===== config.mk =====
export PLATFORM = sky130hd
export DESIGN_NAME = can_analog_frame_decoder
export DESIGN_NICKNAME = d
export VERILOG_FILES = /design/src/sv/cafd_pkg.sv /design/src/sv/cafd_decode.sv /design/src/sv/cafd_emit.sv /design/src/sv/can_analog_frame_decoder.sv
export SDC_FILE = /design/constraint.sdc
export NUM_CORES = 1
export LEC_CHECK = 0
export ABC_AREA = 1
export BUFFER_PORTS_ARGS = -buffer_cell sky130_fd_sc_hd__buf_2
export CORE_AREA = 5 5 231 233
export CTS_BUF_LIST = sky130_fd_sc_hd__clkbuf_4 sky130_fd_sc_hd__clkbuf_8
export DETAILED_ROUTE_END_ITERATION = 10
export DIE_AREA = 0 0 236 238
export MAX_ROUTING_LAYER = met4
export SYNTH_ARGS = -nofsm -noshare
export SYNTH_HDL_FRONTEND = slang
export SYNTH_SLANG_ARGS = --single-unit

===== constraint.sdc =====
create_clock -name clock -period 7.1 [get_ports clock]
set_input_delay 0 -clock clock [delete_from_list [all_inputs] [get_ports clock]]
set_output_delay 0 -clock clock [all_outputs]
set_load 0.005 [all_outputs]

===== src/sv/cafd_pkg.sv =====
`timescale 1ns / 1ps
package cafd_pkg;

   // register indexes on the csr port
   localparam logic [2:0] CSR_BOARD_ADDRESS     = 3'd0;
   localparam logic [2:0] CSR_SAMPLE_FORMAT     = 3'd1;
   localparam logic [2:0] CSR_CALIBRATION_MODE  = 3'd2;
   localparam logic [2:0] CSR_FULL_SCALE_FIRST  = 3'd3;
   localparam logic [2:0] CSR_FULL_SCALE_SECOND = 3'd4;
   localparam logic [2:0] CSR_TIMEOUT_TICKS     = 3'd5;

   localparam int unsigned CSR_DATA_W = 48;

   // sample formats
   localparam logic [1:0] FMT_BYTE = 2'd0;
   localparam logic [1:0] FMT_WORD = 2'd1;

   // sensor status codes
   localparam logic [1:0] ST_OK      = 2'd0;
   localparam logic [1:0] ST_OVF     = 2'd1;
   localparam logic [1:0] ST_ERR     = 2'd2;
   localparam logic [1:0] ST_TIMEOUT = 2'd3;

   // identifier fields
   localparam logic [2:0] IDENT_CLASS = 3'd3;
   localparam logic [3:0] GRP_A = 4'hA;
   localparam logic [3:0] GRP_B = 4'hB;
   localparam logic [3:0] GRP_C = 4'hC;
   localparam logic [3:0] GRP_D = 4'hD;

   localparam logic [15:0] TICKS_MAX   = 16'hFFFF;
   localparam logic [0:0]  CMD_FRAME   = 1'b0;
   localparam logic [7:0]  OVF_MARKER  = 8'h01;
   localparam logic [3:0]  LEN_OK      = 4'd6;
   localparam logic [3:0]  LEN_OVF     = 4'd7;

   typedef struct packed {
      logic       cmd;
      logic [10:0] frame_ident;
      logic [3:0] frame_length;
      logic [7:0] payload_b0;
      logic [7:0] payload_b1;
      logic [7:0] payload_b2;
      logic [7:0] payload_b3;
      logic [7:0] payload_b4;
      logic [7:0] payload_b5;
      logic [7:0] payload_b6;
      logic [7:0] payload_b7;
   } req_type;

   typedef struct packed {
      logic              channel_updated;
      logic [3:0]        channel_index;
      logic signed [31:0] channel_value;
      logic [1:0]        sensor_status;
      logic              bad_group;
      logic              last_of_run;
   } rsp_type;

   typedef enum logic [1:0] {
      KIND_NONE = 2'd0,
      KIND_BYTE = 2'd1,
      KIND_WORD = 2'd2
   } kind_type;

   // one decoded frame or tick, ready to be split into result words
   typedef struct packed {
      kind_type    kind;
      logic [2:0]  last_idx;
      logic [3:0]  base_index;
      logic [63:0] payload;     // byte 0 in the low bits
      logic [47:0] factor;      // channel factor 0 in the low bits
      logic        calib;
      logic [1:0]  status;
      logic        bad;
   } run_type;

   typedef struct packed {
      logic [3:0]  board_address;
      logic [1:0]  sample_format;
      logic [1:0]  calibration_mode;
      logic [47:0] full_scale_first;
      logic [47:0] full_scale_second;
      logic [15:0] timeout_ticks;
   } cfg_type;

endpackage


===== src/sv/cafd_decode.sv =====
`timescale 1ns / 1ps
module cafd_decode (
   input  logic             clock,
   input  logic             reset,
   input  logic             accept,
   input  cafd_pkg::req_type req,
   input  cafd_pkg::cfg_type cfg,
   output cafd_pkg::run_type run
);
   import cafd_pkg::*;

   logic [1:0]  frame_status_ff, frame_status_in;
   logic [15:0] ticks_ff, ticks_in;
   logic        match;
   logic [3:0]  grp;

   assign grp   = req.frame_ident[3:0];
   assign match = (req.frame_ident[10:8] == IDENT_CLASS) &&
                  (req.frame_ident[7:4] == cfg.board_address);

   always_comb begin
      frame_status_in = frame_status_ff;
      ticks_in        = ticks_ff;
      run.kind        = KIND_NONE;
      run.last_idx    = 3'd0;
      run.base_index  = 4'd0;
      run.payload     = {req.payload_b7, req.payload_b6, req.payload_b5, req.payload_b4,
                         req.payload_b3, req.payload_b2, req.payload_b1, req.payload_b0};
      run.factor      = cfg.full_scale_first;
      run.calib       = (cfg.calibration_mode != 2'd0);
      run.bad         = 1'b0;
      if (req.cmd != CMD_FRAME[0]) begin
         if (ticks_ff != TICKS_MAX) begin
            ticks_in = ticks_ff + 16'd1;
         end
      end else begin
         frame_status_in = ST_OK;
         if (match) begin
            ticks_in = 16'd0;
            case (cfg.sample_format)
               FMT_BYTE: begin
                  if (grp == GRP_C) begin
                     run.kind     = KIND_BYTE;
                     run.last_idx = 3'd6;
                  end else if (grp == GRP_D) begin
                     run.kind       = KIND_BYTE;
                     run.last_idx   = 3'd7;
                     run.base_index = 4'd7;
                  end else if (grp != GRP_A && grp != GRP_B) begin
                     run.bad = 1'b1;
                  end
               end
               FMT_WORD: begin
                  if (req.frame_length == LEN_OK) begin
                     frame_status_in = ST_OK;
                  end else if (req.frame_length == LEN_OVF &&
                               req.payload_b6 == OVF_MARKER) begin
                     frame_status_in = ST_OVF;
                  end else begin
                     frame_status_in = ST_ERR;
                  end
                  if (grp == GRP_A) begin
                     run.kind     = KIND_WORD;
                     run.last_idx = 3'd2;
                  end else if (grp == GRP_B) begin
                     run.kind       = KIND_WORD;
                     run.last_idx   = 3'd2;
                     run.base_index = 4'd3;
                     run.factor     = cfg.full_scale_second;
                  end else if (grp != GRP_C && grp != GRP_D) begin
                     run.bad = 1'b1;
                  end
               end
               default: begin
                  frame_status_in = ST_ERR;
               end
            endcase
         end
      end
      run.status = (ticks_in > cfg.timeout_ticks) ? ST_TIMEOUT : frame_status_in;
   end

   always_ff @(posedge clock) begin
      if (reset) begin
         frame_status_ff <= ST_OK;
         ticks_ff        <= TICKS_MAX;
      end else if (accept) begin
         frame_status_ff <= frame_status_in;
         ticks_ff        <= ticks_in;
      end
   end

endmodule


===== src/sv/cafd_emit.sv =====
`timescale 1ns / 1ps
module cafd_emit (
   input  logic             clock,
   input  logic             reset,
   input  logic             load,
   input  cafd_pkg::run_type run_in,
   output logic             run_free,
   output logic             rsp_valid,
   input  logic             rsp_stall,
   output cafd_pkg::rsp_type rsp_data
);
   import cafd_pkg::*;

   run_type     run_ff;
   logic        run_valid_ff;
   logic [2:0]  k_ff;
   rsp_type     rsp_ff, rsp_in;
   logic        rsp_valid_ff;
   logic        out_free, emit, run_done;
   logic [15:0] word_sel, factor_sel;
   logic signed [15:0] raw;
   logic signed [32:0] prod;
   logic [7:0]  byte_sel;

   assign out_free = !rsp_valid_ff || !rsp_stall;
   assign emit     = run_valid_ff && out_free;
   assign run_done = emit && (k_ff == run_ff.last_idx);
   assign run_free = !run_valid_ff || run_done;

   assign byte_sel = run_ff.payload[{k_ff, 3'b000} +: 8];

   always_comb begin
      case (k_ff[1:0])
         2'd0: begin
            word_sel   = run_ff.payload[15:0];
            factor_sel = run_ff.factor[15:0];
         end
         2'd1: begin
            word_sel   = run_ff.payload[31:16];
            factor_sel = run_ff.factor[31:16];
         end
         2'd2: begin
            word_sel   = run_ff.payload[47:32];
            factor_sel = run_ff.factor[47:32];
         end
         default: begin
            word_sel   = 16'd0;
            factor_sel = 16'd0;
         end
      endcase
   end

   // offset binary to two's complement: flip the top bit
   assign raw  = {~word_sel[15], word_sel[14:0]};
   assign prod = raw * $signed({1'b0, factor_sel});

   always_comb begin
      rsp_in.channel_updated = 1'b1;
      rsp_in.channel_index   = run_ff.base_index + {1'b0, k_ff};
      rsp_in.sensor_status   = run_ff.status;
      rsp_in.bad_group       = run_ff.bad;
      rsp_in.last_of_run     = (k_ff == run_ff.last_idx);
      case (run_ff.kind)
         KIND_BYTE: rsp_in.channel_value = {9'd0, byte_sel, 15'd0};
         KIND_WORD: begin
            if (run_ff.calib) begin
               rsp_in.channel_value = prod[31:0];
            end else begin
               rsp_in.channel_value = {raw[15], raw, 15'd0};
            end
         end
         default: begin
            rsp_in.channel_updated = 1'b0;
            rsp_in.channel_index   = 4'd0;
            rsp_in.channel_value   = 32'sd0;
         end
      endcase
   end

   always_ff @(posedge clock) begin
      if (reset) begin
         run_valid_ff <= 1'b0;
         k_ff         <= 3'd0;
         rsp_valid_ff <= 1'b0;
      end else begin
         if (load) begin
            run_valid_ff <= 1'b1;
            k_ff         <= 3'd0;
         end else if (run_done) begin
            run_valid_ff <= 1'b0;
         end else if (emit) begin
            k_ff <= k_ff + 3'd1;
         end
         if (emit) begin
            rsp_valid_ff <= 1'b1;
         end else if (out_free) begin
            rsp_valid_ff <= 1'b0;
         end
      end
   end

   always_ff @(posedge clock) begin
      if (load) begin
         run_ff <= run_in;
      end
      if (emit) begin
         rsp_ff <= rsp_in;
      end
   end

   assign rsp_valid = rsp_valid_ff;
   assign rsp_data  = rsp_ff;

endmodule


===== src/sv/can_analog_frame_decoder.sv =====
`timescale 1ns / 1ps
// Request words are registered in the run register, result words in the output register.
// A tick or a frame without channel data gives one result word; a data frame sends one
// channel word per cycle unless the output stalls (3 for 16-bit groups, 7 or 8 for 8-bit
// groups), and the next request is taken in the cycle its last word leaves.
// Reset (synchronous): registers to defaults, status ok, tick age saturated.
module can_analog_frame_decoder (
   input  logic              clock,
   input  logic              reset,
   input  logic              req_valid,
   output logic              req_stall,
   input  cafd_pkg::req_type req_data,
   output logic              rsp_valid,
   input  logic              rsp_stall,
   output cafd_pkg::rsp_type rsp_data,
   input  logic              csr_we,
   input  logic [2:0]        csr_index,
   input  logic [cafd_pkg::CSR_DATA_W-1:0] csr_wdata
);
   import cafd_pkg::*;

   cfg_type cfg_ff;
   run_type run;
   logic    run_free;
   logic    accept;

   assign req_stall = !run_free;
   assign accept    = req_valid && run_free;

   always_ff @(posedge clock) begin
      if (reset) begin
         cfg_ff.board_address     <= 4'd0;
         cfg_ff.sample_format     <= FMT_WORD;
         cfg_ff.calibration_mode  <= 2'd0;
         cfg_ff.full_scale_first  <= 48'd0;
         cfg_ff.full_scale_second <= 48'd0;
         cfg_ff.timeout_ticks     <= 16'd100;
      end else if (csr_we) begin
         case (csr_index)
            CSR_BOARD_ADDRESS:     cfg_ff.board_address     <= csr_wdata[3:0];
            CSR_SAMPLE_FORMAT:     cfg_ff.sample_format     <= csr_wdata[1:0];
            CSR_CALIBRATION_MODE:  cfg_ff.calibration_mode  <= csr_wdata[1:0];
            CSR_FULL_SCALE_FIRST:  cfg_ff.full_scale_first  <= csr_wdata[47:0];
            CSR_FULL_SCALE_SECOND: cfg_ff.full_scale_second <= csr_wdata[47:0];
            CSR_TIMEOUT_TICKS:     cfg_ff.timeout_ticks     <= csr_wdata[15:0];
            default: ;
         endcase
      end
   end

   cafd_decode u_decode (
      .clock  (clock),
      .reset  (reset),
      .accept (accept),
      .req    (req_data),
      .cfg    (cfg_ff),
      .run    (run)
   );

   cafd_emit u_emit (
      .clock     (clock),
      .reset     (reset),
      .load      (accept),
      .run_in    (run),
      .run_free  (run_free),
      .rsp_valid (rsp_valid),
      .rsp_stall (rsp_stall),
      .rsp_data  (rsp_data)
   );

   // a word that does not close its run always carries a channel value
   a_mid_run_updates: assert property (@(posedge clock) disable iff (reset)
      rsp_valid && !rsp_data.last_of_run |-> rsp_data.channel_updated)
      else $error("mid-run word without channel value");

   // words without a channel value carry zero index and value
   a_empty_is_zero: assert property (@(posedge clock) disable iff (reset)
      rsp_valid && !rsp_data.channel_updated |->
         rsp_data.channel_index == 4'd0 && rsp_data.channel_value == 32'sd0)
      else $error("empty word carries channel data");

   // a bad group never comes with channel data
   a_bad_no_data: assert property (@(posedge clock) disable iff (reset)
      rsp_valid && rsp_data.bad_group |-> !rsp_data.channel_updated)
      else $error("bad group with channel data");

endmodule


==> metrics, run 1 <==
Overflow after GRT=0; Hold Fails Final Rpt=0; CTS Buf Count=52; Main synth FF type=edfxtp_1; Synth top area share=21.4%; Clock Tree Root=clkbuf_8; Yosys top cell by area=edfxtp_1; Crit path max-delay family=adder cells; outcome=finished clean; initial antenna violation count=2; EDFF count, synth=162; DR vias/cell=5.17; Worst Path Arrival=7.18 ns; synthesized area per cell=8.32 sq um; total routed wirelength=73,500 microns; Fillers=4,804; core area=0.0510 sq mm; count of input and output buffers=178; Final period util=95.6%; clock sinks=305; synthesized area=0.0227 sq mm; slew of the pin with the lowest slew margin=1.01 ns; min-delay worst type=in2reg; Skew-Pair Late Insertion Delay=0.66 ns; cell row count=83; Max rail drop VDD=0.710 mV; clock skew=0.0383 ns; met2 wire len=36,800 microns; uppermost layer routed=met4; CTS tree=built; Initial Util=44.5%; nets=3,562; post-DP HPWL=56,400 microns; worst-path fanout max=11; Final Critical Period=6.79 ns; register area=0.00773 sq mm; hold depth=7; post-synthesis cell count=2,727; cell mode on critical path=fa_1; setup TNS=0 ns; multi-input logic area=0.0127 sq mm; r2r worst-path depth=26; slew margin rel.=32.7%; number of global-route vias before repair=20.2k; most frequent cells in the layout=inv_1 (494), nand2_1 (453), nor2_1 (390); r2r endpoint=u_emit.rsp_data[32]$_DFFE_PP_; Synth Net Count=3,200; Crit. End Element=register; Worst-path clk slew=0.06 ns; Reg2Reg Setup Slack=0.31 ns; number of routed nets with antenna violations=0; commonest non-fill, non-tap cell in the layout=inv_1; RR Startpoint=u_emit.k_ff[1]$_SDFFE_PP0P_; crit path kind=reg2reg; sequential area share after synthesis=34.1%; data required time of the worst path=7.49 ns; # DRC=0; GRT Util Overall=26.4%; asr flop ratio synth=0%; CTS max path bufs=3; CTS HTree Levels=2; power density over cell area=531 mW/mm^2; leakage power=0.0131 uW; placed cells=3,564; average wire per standard cell=19.3 microns; Hold Crit Start=req_data[67]; synth top area cells=edfxtp_1 (21%), fa_1 (17%), dfxtp_1 (13%), inv_1 (8.2%), ha_1 (7.8%); Worst Setup Start Kind=register; register bit total from synthesis=305; Area Overhead vs Synth=20.4%; max-cap violations=0; met3 WL=3400 microns; Critical-path top delay cell=fa_1; Ys Warns=0; M1 WL=30,500 microns; via count=19.7k; post-route insts no fill=3,814; delay of the slowest critical-path stage=0.58 ns; Hold Crit Endpoint=u_emit.rsp_in[2]$_SDFFCE_PN1P_; DR pass1 iterations=5; Final Util=53.5%; Die Span Y=238 microns; largest net degree at the start of global routing=121; first-pass GRT wire length=113,000 microns; share of cells above drive strength 1=14.3%; gpl congestion=0.953; Final setup violation count=0; crit path buf inv count=8; Distinct cells, synth=50; max-slew violation count=0; Die X=236 microns; Initial DRC Count=1,585; die area=0.0562 sq mm; Ports=179; Max Freq=147 MHz; RSZ-0062 raised after global routing=false
## worst reg2reg max path: stages, from the launching register on
cell and delay (ns):
dfxtp_1 0.36, buf_4 0.14, ha_1 0.22, clkinvlp_4 0.25
buf_4 0.27, nand2_1 0.38, nor2_1 0.12, fa_1 0.49
inv_1 0.06, fa_1 0.58, fa_1 0.46, fa_1 0.55
inv_1 0.05, fa_1 0.47, inv_1 0.05, fa_1 0.48
inv_1 0.06, ha_2 0.40, nand2_1 0.13, nor2_2 0.18
nand2_1 0.11, o211ai_1 0.28, nand2_1 0.14, nand4_1 0.09
nand3_1 0.08, nand2_1 0.10, inv_1 0.04
## timing repair
action,in CTS,in global routing
resized for setup,0,25
endpoints found under the hold margin,214,0
setup endpoints to repair,0,19
buffers inserted,0,7
hold buffers,144,0
## per-stage QoR
| step | hold slack, ns | cell area [sq um] | worst slack [ns] | power (uW) |
|---|---|---|---|---|
| after CTS | 0.0125 | 27200 | 0.0103 | 14400 |
| after floorplan | 0.0691 | 22700 | 0.407 | 9450 |
| after detailed placement | 0.179 | 24600 | 0.0632 | 12500 |
| final | 0.0602 | 27300 | 0.313 | 14500 |
| after global placement | 0.176 | 24600 | 0.200 | 12600 |
| after global routing | 0.0376 | 27300 | 0.00287 | 16000 |
## kinds of logic (layout without fill, tap and decap cells)
group	Yosys count	in the layout	share of synthesized area [%]
AO/OA/AOI/OAI	426	426	10.9
flip-flops	305	305	34.1
XOR/XNOR	37	37	1.46
buffers and inverters	607	1012	10.4
adder cells (fa/ha/maj)	337	337	25.0
other	0	2	0
AND/OR/NAND/NOR	1015	1015	18.2
## cell usage after synthesis, types with 2 or more instances
master and count:
inv_1 498, nand2_1 457, nor2_1 397, fa_1 195, o21ai_0 169, a21oi_1 163
edfxtp_1 162, dfxtp_1 143, ha_1 142, nand3_1 100, clkbuf_1 73, a21oi_2 39
o211ai_1 28, nor3_1 20, xor2_1 19, xnor2_1 17, buf_2 13, nand4_1 12
inv_2 8, nor2_2 8, o221ai_2 6, nor4_1 5, o21ai_1 5, buf_1 4
buf_6 4, o21bai_1 4, clkinv_1 3, nand3b_1 3, a21boi_0 2, nand3_2 2
nor2_4 2, nor3b_1 2, o21a_1 2, o21ai_2 2, o221ai_1 2, or2_2 2
## how the worst max path moves through the flow
stage | from | endpoint | slack [ns] | depth (start not counted)
after detailed placement | u_emit.k_ff[0]$_SDFFE_PP0P_ | u_emit.rsp_data[29]$_DFFE_PP_ | 0.06 | 29
after floorplan | u_emit.k_ff[1]$_SDFFE_PP0P_ | u_emit.rsp_data[29]$_DFFE_PP_ | 0.41 | 34
after global placement | u_emit.k_ff[1]$_SDFFE_PP0P_ | u_emit.rsp_data[29]$_DFFE_PP_ | 0.20 | 30
final | u_emit.k_ff[1]$_SDFFE_PP0P_ | u_emit.rsp_data[32]$_DFFE_PP_ | 0.31 | 26
after CTS | u_emit.k_ff[0]$_SDFFE_PP0P_ | u_emit.rsp_data[21]$_DFFE_PP_ | 0.01 | 27
after global routing | u_emit.k_ff[1]$_SDFFE_PP0P_ | u_emit.rsp_data[23]$_DFFE_PP_ | 0.003 | 28
## where the power goes
part	switching, uW	total, uW	leakage, uW	internal (uW)
clock	768	1710	0.000594	946
sequential	87.4	2110	0.00274	2020
combinational	6910	10700	0.00973	3760
## sequential cells by signal, summed over array words and instances (netlist names)
register and cells:
cfg_ff 120, u_emit.run_ff 118, u_emit.rsp_data 41, u_decode.ticks_ff 16, u_emit.k_ff 3, u_emit.rsp_in 3, u_decode.frame_status_ff 2, u_emit.rsp_valid 1
u_emit.run_valid_ff 1
## layout make-up
cell class	instances	share of cell area (%)
multi-input combinational	1815	46.4
clock inverter	35	1.16
sequential	305	28.3
inverter	510	7.06
timing repair buffer	405	11.0
clock buffer	62	2.94
antenna	2	0.0183
tap	680	3.12
## routing by layer
layer	GRT usage [%]	up-vias
li1	-	9327
met3	2.95	153
met4	9.17	0
met5	-	-
met2	45.7	611
met1	32.5	9613
Note: power is estimated with default switching activity, not from simulation.
==> run 2, diff against run 1 <==
- ABC_AREA: 1 -> unset
- CORE_AREA: 5 5 231 233 -> 5 5 227 229
- DIE_AREA: 0 0 236 238 -> 0 0 232 234
==> run 2 against run 1 <==
Synthesized area fell by 3.4%. Die area is 3.3% lower. Hold slack improved by 0.014 ns. Fmax is 1.4% lower. Flip-flop and latch count is the same. Highest routed layer unchanged.
==> metrics, run 2 <==
outcome=finished clean; data required time of the worst path=7.50 ns; Post-Place Setup Slack=0.0512 ns; total routed wirelength=68,300 microns; Synth top area share=22.2%; Skew-Pair Late Insertion Delay=0.65 ns; stages on the worst setup path=27; power density over cell area=527 mW/mm^2; first-pass GRT wire length=104,000 microns; count leader, synth=nand2_1; hold depth=2; Die Span Y=234 microns; delay of the slowest critical-path stage=0.59 ns; Die X=232 microns; gpl congestion=0.985; Synth top cells by count=nand2_1 (410), inv_1 (275), nor2_1 (215); Fillers=4,502; CTS max path bufs=3; number of global-route vias before repair=18.5k; Overflow after GRT=0; post-synthesis cell count=2,284; via count=17.9k; Worst Path Arrival=7.28 ns; cell row count=82; min-delay worst type=in2reg; Final Critical Period=6.88 ns; CTS tree=built; most frequent cells in the layout=nand2_1 (404), inv_1 (273), nor2_1 (211); CTS HTree Levels=2; r2r endpoint=u_emit.rsp_data[30]$_DFFE_PP_; max-cap violations=0; Crit. End Element=register; r2r worst-path depth=27; GRT Util Overall=25.6%; Critical-path top delay cell=fa_2; leakage power=0.0119 uW; CTS Buf Count=53; largest register by flop count=cfg_ff; Flop pwr share=14.3%; Worst Setup Start Kind=register; Final setup violation count=0; Initial Util=44.3%; DR vias/cell=5.26; register bit total from synthesis=305; nets=3,150; crit path kind=reg2reg; average wire per standard cell=20.1 microns; commonest non-fill, non-tap cell in the layout=nand2_1; Clock Power Share=12.4%; sequential area share after synthesis=35.3%; Max Freq=145 MHz; Final WS setup=0.217 ns; asr flop ratio synth=0%; Combinational Power Share=73.3%; Synth Net Count=2,757; max-slew violation count=0; register area=0.00773 sq mm; count of input and output buffers=178; clock sinks=305; Main synth FF type=edfxtp_1; Switching Share=47.5%; Final period util=96.9%; share of cells above drive strength 1=20.1%; clock skew=0.0351 ns; Crit path max-delay family=adder cells; post-DP HPWL=52,200 microns; Clock Tree Root=clkbuf_8; Ys Warns=0; # DRC=0; slew margin rel.=20.3%; RR Startpoint=u_emit.k_ff[0]$_SDFFE_PP0P_; cell mode on critical path=fa_1; Crit. Startpoint=u_emit.k_ff[0]$_SDFFE_PP0P_; EDFF count, synth=162; Yosys top cell by area=edfxtp_1; die area=0.0543 sq mm; largest net degree at the start of global routing=79; synthesized area=0.0219 sq mm; Max rail drop VDD=0.593 mV; number of routed nets with antenna violations=0; worst-path fanout max=32; worst hold slack=0.0741 ns; Reg2Reg Setup Slack=0.22 ns; Area Overhead vs Synth=23.3%; Setup crit end=u_emit.rsp_data[30]$_DFFE_PP_; cell internal pwr=7460 uW; synth top area cells=edfxtp_1 (22%), fa_1 (18%), dfxtp_1 (13%), ha_1 (8.1%), nand2_1 (7.0%); Hold Crit Start=req_data[28]; Net Switching=6750 uW; Initial DRC Count=1,389; core area=0.0495 sq mm; Distinct cells, synth=65; synthesized area per cell=9.59 sq um; # diodes=0; number of flip-flops in the largest register=120; multi-input logic area=0.0129 sq mm; initial antenna violation count=0; slew of the pin with the lowest slew margin=1.19 ns; DR pass1 iterations=8; Ports=179; Hold Fails Final Rpt=0; crit path buf inv count=8; Worst-path clk slew=0.07 ns
[run 2: cell count changes after synthesis, sizes merged, moves of 46 or more]
cell	change
inv	-231
mux2	+56
nand2	-46
nand3	-78
nor2	-191
o21ai	-136
[run 2: metrics by stage]
stage                     cells  TNS (ns)  utilization (%)  cell area [sq um]  power, uW
after floorplan            2284         0                -              22000       8350
after global placement     3157         0             49.0              24200      11500
after detailed placement   3157         0             49.0              24200      11500
after CTS                  3391         0             54.2              26800      13400
after global routing       3393  -0.00676             54.6              27000      15500
final                      3393         0             54.6              27000      14200
[run 2: metal layers]
layer  vias up  track usage (%)  share of wire [%]
li1       8352                -                  -
met1      8832             32.8                 43
met2       558             42.2                 48
met3       115             4.27                5.8
met4         0             7.83                3.2
met5         -                -                  0
[run 2: how the worst min path moves through the flow]
stage | slack [ns] | endpoint
after detailed placement | 0.18 | u_emit.run_ff[56]$_DFFE_PP_
final | 0.07 | u_emit.run_ff[88]$_DFFE_PP_
after global routing | 0.03 | u_emit.run_ff[88]$_DFFE_PP_
after global placement | 0.18 | u_emit.run_ff[98]$_DFFE_PP_
after floorplan | 0.1 | u_emit.run_ff[100]$_DFFE_PP_
after CTS | 0.02 | u_emit.run_ff[56]$_DFFE_PP_
[run 2: repair_timing]
| action | in CTS | in global routing |
|---|---|---|
| buffers inserted | 0 | 2 |
| setup endpoints to repair | 0 | 16 |
| endpoints found under the hold margin | 207 | 0 |
| resized for setup | 0 | 45 |
| hold buffers | 135 | 0 |
[run 2: power by group through the flow]
| stage | sequential, uW | combinational [uW] | clock (uW) |
|---|---|---|---|
| floorplan | 2050 | 6300 | 0 |
| global placement | 2070 | 9400 | 0 |
| detailed placement | 2070 | 9400 | 0 |
| CTS | 2030 | 9530 | 1810 |
| global route | 2040 | 11600 | 1890 |
| finish | 2030 | 10400 | 1760 |
[run 2: layout make-up]
cell class	count	share of cell area, %
repair buffers	443	12.1
multi-input cells	1598	47.9
inverters	276	3.85
clock buffers	83	3.79
well taps	672	3.11
clock inverters	16	0.593
flip-flops and latches	305	28.6
[run 2: logic make-up (layout without fill, tap and decap cells)]
logic type	Yosys count	after routing	synth area share, %
AOI/OAI and AO/OA	325	325	9.18
xor gates and xnor gates	32	32	1.28
adders and majority gates	337	337	25.9
buffers and inverters	382	818	6.74
DFF	305	305	35.3
muxes	82	82	5.32
and+or+nand+nor	821	822	16.3
[run 2: worst register-to-register path, cell delays in order, from the launching register on]
cell     delay, ns
dfxtp_4       0.38
inv_2         0.06
ha_1          0.23
buf_12        0.18
a22oi_1       0.32
and2_1        0.32
buf_4         0.22
nor2_1        0.07
fa_1          0.49
inv_1         0.05
fa_1          0.50
inv_1         0.08
fa_2          0.59
fa_1          0.42
fa_1          0.50
inv_1         0.05
fa_1          0.47
inv_1         0.04
ha_1          0.28
buf_4         0.16
nand2_2       0.10
o21ai_1       0.10
a31oi_1       0.16
o21ai_0       0.11
a41o_4        0.30
a31oi_1       0.20
xnor2_1       0.08
a22o_1        0.19
==> run 3, diff against run 2 <==
- CORE_AREA: 5 5 227 229 -> 5 5 238 240
- DIE_AREA: 0 0 232 234 -> 0 0 243 245
==> run 3 against run 2 <==
Via count increased by 2.0%. Register-to-register slack lost 0.06 ns. Non-clock buffer count increased by 68. Cell count increased by 3.2%. Fmax decreased by 0.81%. Critical path type unchanged. Critical endpoint is now u_emit.rsp_data[19]$_DFFE_PP_. Largest cell class unchanged. Highest routed layer unchanged.
==> metrics, run 3 (synthesis gave the netlist of run 2 again) <==
outcome=finished clean; Area Overhead vs Synth=26.5%; Clock Tree Root=clkbuf_8; delay of the slowest critical-path stage=0.52 ns; hold depth=2; clock sinks=305; CTS Buf Count=54; GRT Util Overall=24.0%; share of cells above drive strength 1=22.9%; Critical-path top delay cell=fa_1; most frequent cells in the layout=nand2_1 (407), inv_1 (269), nor2_1 (208); Final Critical Period=6.94 ns; leakage power=0.0123 uW; Hold Crit Start=req_data[39]; slew of the pin with the lowest slew margin=1.12 ns; power density over cell area=562 mW/mm^2; r2r worst-path depth=27; die area=0.0595 sq mm; core area=0.0544 sq mm; post-DP HPWL=54,200 microns; min-delay worst type=in2reg; largest net degree at the start of global routing=83; Final Util=50.9%; # DRC=0; total routed wirelength=71,800 microns; largest register by flop count=cfg_ff; commonest non-fill, non-tap cell in the layout=nand2_1; DR pass1 iterations=5; Skew-Pair Late Insertion Delay=0.66 ns; Overflow after GRT=0; Die Span Y=245 microns; RR Startpoint=u_emit.k_ff[1]$_SDFFE_PP0P_; slew margin rel.=24.9%; Die X=243 microns; multi-input logic area=0.0130 sq mm; Total Power=15,600 uW; Final period util=97.7%; data required time of the worst path=7.51 ns; Final setup violation count=0; Fillers=4,996; cell mode on critical path=fa_1; Ports=179; Reg2Reg Setup Slack=0.16 ns; Hold Fails Final Rpt=0; Hold Crit Endpoint=u_emit.run_ff[83]$_DFFE_PP_; max-slew violation count=0; max-cap violations=0; gpl congestion=0.977; initial antenna violation count=6; Initial DRC Count=1,332; CTS tree=built; first-pass GRT wire length=108,000 microns; via count=18.2k; cell row count=86; r2r endpoint=u_emit.rsp_data[19]$_DFFE_PP_; RSZ-0062 raised after global routing=true; Max Freq=144 MHz; CTS max path bufs=3; crit path kind=reg2reg; number of global-route vias before repair=18.8k; placed cells=3,233; Worst-path clk slew=0.07 ns; count of input and output buffers=178; post-route insts no fill=3,500; clock skew=0.0144 ns; Worst Setup Start Kind=register; number of routed nets with antenna violations=0; Max rail drop VDD=0.797 mV; Crit. End Element=register; nets=3,218; number of flip-flops in the largest register=120; setup TNS=0 ns; Initial Util=40.2%; CTS HTree Levels=2; DR vias/cell=5.20; Worst Path Arrival=7.34 ns; worst hold slack=0.0611 ns; register area=0.00773 sq mm; average wire per standard cell=20.5 microns; worst-path fanout max=8
[run 3: worst max-delay path by stage]
stage	from	to	depth (start not counted)
2_1_floorplan	u_emit.k_ff[1]$_SDFFE_PP0P_	u_emit.rsp_data[23]$_DFFE_PP_	28
3_3_place_gp	u_emit.k_ff[0]$_SDFFE_PP0P_	u_emit.rsp_data[19]$_DFFE_PP_	27
3_5_place_dp	u_emit.k_ff[0]$_SDFFE_PP0P_	u_emit.rsp_data[19]$_DFFE_PP_	27
4_1_cts	u_emit.k_ff[0]$_SDFFE_PP0P_	u_emit.rsp_data[33]$_DFFE_PP_	28
5_1_grt	u_emit.k_ff[1]$_SDFFE_PP0P_	u_emit.rsp_data[19]$_DFFE_PP_	27
6_report	u_emit.k_ff[1]$_SDFFE_PP0P_	u_emit.rsp_data[19]$_DFFE_PP_	27
[run 3: cell type report]
| cell class | instances | area share (%) |
|---|---|---|
| inverter | 276 | 3.75 |
| clock inverter | 23 | 0.745 |
| timing repair buffer | 511 | 13.8 |
| clock buffer | 79 | 3.56 |
| antenna | 5 | 0.0452 |
| tap | 704 | 3.18 |
| multi-input combinational | 1597 | 47.0 |
| sequential | 305 | 27.9 |
[run 3: repair_timing]
item	CTS	global route
buffers inserted	0	25
setup endpoints to repair	1	16
pin swaps	0	39
endpoints found under the hold margin	219	0
cloned	0	2
resized for setup	1	76
hold buffers	133	0
[run 3: per-stage QoR]
stage | setup WS (ns) | cell area, sq um
finish | 0.161 | 27700
global route | -0.0777 | 27700
CTS | 0.00122 | 27100
detailed placement | 0.00970 | 24600
global placement | 0.0363 | 24600
floorplan | 0.00684 | 22000
[run 3: critical path: cells and delay by family, from the launching register on]
kind | cells | cell delay (ns)
buffers and inverters | 8 | 0.70
and+or+nand+nor | 6 | 0.99
AOI/OAI and AO/OA | 4 | 0.90
DFF | 1 | 0.38
xor gates and xnor gates | 1 | 0.25
adders and majority gates | 8 | 3.45
[run 3: layer usage]
metal	share of wire, %	vias to the layer above	track usage [%]
li1	-	8500	-
met1	42	8932	30.7
met2	48	634	39.7
met3	6.2	144	3.99
met4	3.1	0	6.94
met5	0	-	-
[run 3: report_power, final]
part	switching, uW	internal (uW)
Combinational	6320	5420
Sequential	59.2	1980
Clock	781	1010
